$ cat src/hw/rtl/bir_pkg.sv
// Shared types, constants and helper functions for the bilinear image resizer.
// Used by every module under hw/rtl; depends on nothing else.
package bir_pkg;

    // Field and register widths
    localparam int COORD_W        = 12;
    localparam int SRC_DIM_W      = 9;
    localparam int DST_DIM_W      = 13;
    localparam int PIX_W          = 8;
    localparam int FRAC_BITS      = 8;
    localparam int MAX_SRC_WIDTH  = 256;
    localparam int MAX_SRC_HEIGHT = 256;
    localparam int X_W            = $clog2(MAX_SRC_WIDTH);
    localparam int Y_W            = $clog2(MAX_SRC_HEIGHT);
    localparam int ADDR_W         = X_W + Y_W;
    localparam int DEPTH          = MAX_SRC_WIDTH * MAX_SRC_HEIGHT;
    localparam int PROD_W         = COORD_W + SRC_DIM_W;
    localparam int NUM_W          = PROD_W + FRAC_BITS;
    localparam int QUOT_W         = X_W + FRAC_BITS;
    localparam int CNT_W          = $clog2(NUM_W + 1);
    localparam int CFG_IDX_W      = 2;
    localparam int CFG_DATA_W     = DST_DIM_W;

    // Configuration register indexes
    localparam logic [CFG_IDX_W-1:0] CFG_SRC_WIDTH  = 2'd0;
    localparam logic [CFG_IDX_W-1:0] CFG_SRC_HEIGHT = 2'd1;
    localparam logic [CFG_IDX_W-1:0] CFG_DST_WIDTH  = 2'd2;
    localparam logic [CFG_IDX_W-1:0] CFG_DST_HEIGHT = 2'd3;

    // Command codes
    localparam logic CMD_LOAD    = 1'b0;
    localparam logic CMD_COMPUTE = 1'b1;

    typedef struct packed {
        logic               command;
        logic [COORD_W-1:0] row;
        logic [COORD_W-1:0] col;
        logic [PIX_W-1:0]   red_in;
        logic [PIX_W-1:0]   green_in;
        logic [PIX_W-1:0]   blue_in;
    } req_t;

    typedef struct packed {
        logic [PIX_W-1:0] red_out;
        logic [PIX_W-1:0] green_out;
        logic [PIX_W-1:0] blue_out;
        logic             edge_copy;
    } rsp_t;

    // Controller to datapath commands
    typedef struct packed {
        logic       accept;
        logic       mul_en;
        logic       div_start;
        logic       div_sel_y;
        logic       rd_en;
        logic [1:0] rd_idx;
        logic       blend_h;
        logic       out_load;
    } ctrl_cmd_t;

    // Datapath to controller status
    typedef struct packed {
        logic compute_ok;
        logic div_done;
        logic out_full;
    } dp_status_t;

    // Weighted blend of two channel values, truncated to a pixel.
    function automatic logic [PIX_W-1:0] blend(input logic [PIX_W-1:0] a,
                                               input logic [PIX_W-1:0] b,
                                               input logic [FRAC_BITS-1:0] f);
        logic [FRAC_BITS:0]         w;
        logic [PIX_W+FRAC_BITS:0]   s;
        w = (FRAC_BITS+1)'(1 << FRAC_BITS) - {1'b0, f};
        s = (PIX_W+FRAC_BITS+1)'(a) * (PIX_W+FRAC_BITS+1)'(w)
          + (PIX_W+FRAC_BITS+1)'(b) * (PIX_W+FRAC_BITS+1)'(f);
        return s[FRAC_BITS +: PIX_W];
    endfunction

endpackage

$ cat src/hw/rtl/bir_ctrl.sv
// Controller state machine: sequences multiply, divide, fetch and blend.
// Depends on bir_pkg for the command and status structs.
module bir_ctrl (
    input  logic                   clk,
    input  logic                   rst_n,
    input  logic                   req_valid,
    output logic                   req_ready,
    input  logic                   req_command,
    input  bir_pkg::dp_status_t    status,
    output bir_pkg::ctrl_cmd_t     cmd
);

    typedef enum logic [9:0] {
        ST_IDLE  = 10'b0000000001,
        ST_MUL   = 10'b0000000010,
        ST_SETX  = 10'b0000000100,
        ST_WAITX = 10'b0000001000,
        ST_SETY  = 10'b0000010000,
        ST_WAITY = 10'b0000100000,
        ST_READ  = 10'b0001000000,
        ST_RLAST = 10'b0010000000,
        ST_BH    = 10'b0100000000,
        ST_OUT   = 10'b1000000000
    } state_t;

    state_t     state_reg, state_next;
    logic [1:0] rd_cnt_reg, rd_cnt_next;
    logic       accept;

    assign req_ready = (state_reg == ST_IDLE);
    assign accept    = req_valid && req_ready;

    // Next state and command decode.
    always_comb
    begin
        state_next  = state_reg;
        rd_cnt_next = rd_cnt_reg;
        cmd         = '0;
        cmd.accept  = accept;
        cmd.rd_idx  = rd_cnt_reg;
        case (state_reg)
            ST_IDLE:
            begin
                rd_cnt_next = '0;
                if (accept && req_command == bir_pkg::CMD_COMPUTE && status.compute_ok)
                begin
                    state_next = ST_MUL;
                end
            end
            ST_MUL:
            begin
                cmd.mul_en = 1'b1;
                state_next = ST_SETX;
            end
            ST_SETX:
            begin
                cmd.div_start = 1'b1;
                state_next    = ST_WAITX;
            end
            ST_WAITX:
            begin
                if (status.div_done)
                begin
                    state_next = ST_SETY;
                end
            end
            ST_SETY:
            begin
                cmd.div_start = 1'b1;
                cmd.div_sel_y = 1'b1;
                state_next    = ST_WAITY;
            end
            ST_WAITY:
            begin
                cmd.div_sel_y = 1'b1;
                if (status.div_done)
                begin
                    state_next = ST_READ;
                end
            end
            ST_READ:
            begin
                cmd.rd_en   = 1'b1;
                rd_cnt_next = rd_cnt_reg + 1'b1;
                if (rd_cnt_reg == 2'd3)
                begin
                    state_next = ST_RLAST;
                end
            end
            ST_RLAST:
            begin
                state_next = ST_BH;
            end
            ST_BH:
            begin
                cmd.blend_h = 1'b1;
                state_next  = ST_OUT;
            end
            ST_OUT:
            begin
                if (!status.out_full)
                begin
                    cmd.out_load = 1'b1;
                    state_next   = ST_IDLE;
                end
            end
            default:
            begin
                state_next = ST_IDLE;
            end
        endcase
    end

    always_ff @(posedge clk or negedge rst_n)
    begin
        if (!rst_n)
        begin
            state_reg  <= ST_IDLE;
            rd_cnt_reg <= '0;
        end
        else
        begin
            state_reg  <= state_next;
            rd_cnt_reg <= rd_cnt_next;
        end
    end

    // A divider result only arrives while the controller waits for it.
    a_div_done_waiting: assert property (@(posedge clk) disable iff (!rst_n)
        status.div_done |-> (state_reg == ST_WAITX || state_reg == ST_WAITY))
        else $error("divider finished outside a wait state");

    // A result is never loaded over one that is still held.
    a_out_free: assert property (@(posedge clk) disable iff (!rst_n)
        cmd.out_load |-> !status.out_full)
        else $error("result loaded into a full output register");

    // An accepted in-range compute starts the multiply next cycle.
    a_compute_starts: assert property (@(posedge clk) disable iff (!rst_n)
        (accept && req_command == bir_pkg::CMD_COMPUTE && status.compute_ok)
        |=> state_reg == ST_MUL)
        else $error("compute beat did not start the multiply");

endmodule

$ cat config.mk
export PLATFORM = sky130hd
export DESIGN_NAME = bir_ctrl
export DESIGN_NICKNAME = d
export VERILOG_FILES = /design/src/hw/rtl/bir_pkg.sv /design/src/hw/rtl/bir_ctrl.sv
export SDC_FILE = /design/constraint.sdc
export NUM_CORES = 1
export LEC_CHECK = 0
export BUFFER_PORTS_ARGS = -buffer_cell sky130_fd_sc_hd__buf_2
export CORE_MARGIN = 1
export CORE_UTILIZATION = 40
export CTS_CLUSTER_SIZE = 28
export DETAILED_ROUTE_END_ITERATION = 8
export HOLD_SLACK_MARGIN = 0.1
export SLEW_MARGIN = 20
export SYNTH_ARGS = -nofsm -noshare
export SYNTH_HDL_FRONTEND = slang
export SYNTH_SLANG_ARGS = --single-unit
$ cat constraint.sdc
create_clock -name clk -period 2.35 [get_ports clk]
set_clock_uncertainty 0.05 [all_clocks]
set_input_delay 0.235 -clock clk [delete_from_list [all_inputs] [get_ports clk]]
set_output_delay 0.235 -clock clk [all_outputs]
set_load 0.05 [all_outputs]
==> flow_metrics.env <==
export IMPL_status="complete, no violations"
export IMPL_maxCapViolCount=0
export IMPL_min_period_ns=2.337
export IMPL_core_area_mm2=0.001783
export IMPL_nFillCells=168
export IMPL_min_path_type="in2reg"
export IMPL_clkTransAtPathRegs_ns=0.08
export IMPL_clk_latency_ns=0.27
export IMPL_grt_first_pass_wirelength_um=2649
export IMPL_final_setup_worst_slack_ns=0.01301
export IMPL_p_leak_nw=0.5134
export IMPL_setup_violations_final=0
export IMPL_dr_pass1_iters=4
export IMPL_io_pins=17
export IMPL_ys_seq_elements=12
export IMPL_worstSetupPathType="reg2out"
export IMPL_clockRootBuffer="clkbuf_4"
export IMPL_gp_congestion=0.7945
export IMPL_syn_area_per_cell_um2=9.280
export IMPL_die_area_mm2=0.002129
export IMPL_antenna_found_initial=0
export IMPL_p_int_mw=0.4325
export IMPL_switching_share_pct=40.22
export IMPL_whs_ns=0.1704
export IMPL_finalCritPeriodShare_pct=99.45
export IMPL_grt_usage_pct=17.98
export IMPL_postLayoutCellArea_mm2=0.001076
export IMPL_via_per_inst=5.223
export IMPL_irDropWorstVdd_uv=478.6
export IMPL_async_flop_share_pct=100.0
export IMPL_p_seq_share_pct=32.5
export IMPL_die_w_um=46.15
export IMPL_die_y_um=46.15
export IMPL_grt_pass1_vias=610
export IMPL_worstPathRequired_ns=2.07
export IMPL_cp_max_fo=5
export IMPL_synth_area_leaders="dfrtp_1 (35%), nor2_1 (3.9%), dfstp_2 (3.4%)"
export IMPL_critical_path_buf_inv_count=1
export IMPL_hold_viol_final=0
export IMPL_startpoint_type="flop"
export IMPL_place_ws_ns=0.1405
export IMPL_cp_cell_sequence="or4_4, or3_4, nor4_2, buf_4"
export IMPL_p_switching_mw=0.2910
export IMPL_num_antenna_cells=0
export IMPL_synth_edf_count=0
export IMPL_drtIter0Drc=7
export IMPL_largest_register_ffs=10
export IMPL_max_freq_ghz=0.4279
export IMPL_fin_setup_tns_ns=0
export IMPL_postRouteAntennaNets=0
export IMPL_cts_tree="built"
export IMPL_fin_nets=123
export IMPL_end_kind="output port"
export IMPL_wl_per_cell_um=12.63
export IMPL_drt_total_wl_um=1756
export IMPL_syn_nets=92
export IMPL_synthCells=84
export IMPL_yosys_area_top_type="dfrtp_1"
export IMPL_dpl_cell_area_um2=929.6
export IMPL_pwr_share_comb_pct=48.8
export IMPL_vias=726
export IMPL_yosys_top_cells_count="dfrtp_1 (11), nor2_1 (8), nand2_1 (6)"
export IMPL_rsz0062_at_grt="yes"
export IMPL_synthMostInstantiatedCell="dfrtp_1"
export IMPL_area_growth_pct=38.04
export IMPL_synth_main_ff_cell="dfrtp_1"
export IMPL_cts_buffers=3
export IMPL_placementRows=15
export IMPL_cts_sinks=12
export IMPL_synth_seq_area_share_pct=38.68
export IMPL_synth_top_cell_area_share_pct=35.31
export IMPL_gr_total_overflow=0
export IMPL_yosys_cell_types_count=39
export IMPL_port_buffers=16
export IMPL_cpPeakStageDelay_ns=0.56
export IMPL_pwr_share_clk_pct=18.7
export IMPL_drive_gt1_share_pct=45.61
export IMPL_yosysWarnings=0
export IMPL_rrSetupSlack_ns=0.22
export IMPL_route_detailed_drc=0
export IMPL_clock_path_buffers=2
export IMPL_synth_area_um2=779.5
export IMPL_tightest_slew_ns=0.3826
export IMPL_start_util_pct=43.72
export IMPL_pwr_density_cell_mw_per_mm2=672.3
export IMPL_worstPathArrival_ns=2.05
export IMPL_critPathTopFamily="simple AND/OR/NAND/NOR gates"
export IMPL_cpMaxStageDelayCell="or4_4"
export IMPL_maxSlewViolCount=0
export IMPL_dpl_hpwl_um=1244
export IMPL_htree_levels=1
export IMPL_timing_slew_headroom_pct=74.16
export IMPL_grt_max_degree=13
[logic make-up (layout without fill, tap and decap cells)]
group,Yosys count,after routing,share of synthesized area [%]
simple gates,46,46,37.88
xor+xnor,4,4,4.495
flops,12,12,38.68
fa+ha+maj,1,1,1.605
buf+inv,8,38,5.618
compound gates,12,12,10.27
mux,1,1,1.445
[area by class of cell]
cell class | instances | area [µm²] | share of cell area, %
Multi-Input combinational cell | 64 | 478.0 | 44.42
Sequential cell | 12 | 302.8 | 28.14
Timing Repair Buffer | 31 | 226.5 | 21.05
Tap cell | 25 | 31.28 | 2.907
Clock buffer | 4 | 26.28 | 2.442
Inverter | 3 | 11.26 | 1.047
[what timing repair did]
action                                  CTS  global route
buffers inserted                          3             4
pin swaps                                 3             3
endpoints found under the setup margin    8             8
gates resized for setup                  13             5
hold endpoints to repair                 12             0
hold buffers                              1             0
[path summary, 6_finish.rpt]
kind | start | end | cells after the start
hold / removal | req_valid | state_reg[1]$_DFFE_PN0P_ | 3
hold reg to reg | rd_cnt_reg[0]$_DFFE_PN0P_ | rd_cnt_reg[0]$_DFFE_PN0P_ | 1
min in group asynchronous | rst_n | state_reg[5]$_DFFE_PN0P_ | 2
setup / recovery | state_reg[8]$_DFFE_PN0P_ | cmd[6] | 4
max in group asynchronous | rst_n | state_reg[0]$_DFFE_PN1P_ | 2
setup reg to reg | state_reg[5]$_DFFE_PN0P_ | state_reg[5]$_DFFE_PN0P_ | 5
[power by group through the flow]
stage	clock network, mW	registers, mW	logic [mW]
after global routing	0.155	0.236	0.381
after global placement	0	0.244	0.276
after floorplan	0	0.243	0.218
final	0.135	0.235	0.353
after CTS	0.140	0.241	0.317
after detailed placement	0	0.245	0.280
[metal layers]
| metal | track usage (%) | wire (µm) | vias to the layer above | share of wire (%) |
|---|---|---|---|---|
| li1 | - | - | 367 | - |
| met1 | 23.91 | 822 | 339 | 47 |
| met2 | 27.61 | 866 | 18 | 49 |
| met3 | 3.529 | 55 | 2 | 3.1 |
| met4 | 8.824 | 12 | 0 | 0.68 |
| met5 | 0 | 0 | - | 0 |
[worst min-delay path: stages]
cell and delay (ns):
buf_2 0.10, nand3_1 0.08, nor2_1 0.04
[placed cells by master, fill, tap and decap left out, types with 3 or more instances in the layout]
cell type / n
buf_2: 8
buf_4: 18
buf_6: 3
clkbuf_4: 4
dfrtp_1: 10
nand2_1: 5
nand2b_1: 3
nand3_1: 3
nor2_1: 8
o21ai_0: 4
xnor2_1: 3
[metrics by stage]
stage | total power, mW | utilization [%] | cells
final | 0.7235 | 60.35 | 139
after detailed placement | 0.5247 | 52.14 | 127
after global routing | 0.7726 | 60.35 | 139
after floorplan | 0.4612 | - | 84
after CTS | 0.6972 | 57.33 | 135
after global placement | 0.5203 | 52.14 | 127
Note: power is estimated with default switching activity, not from simulation.
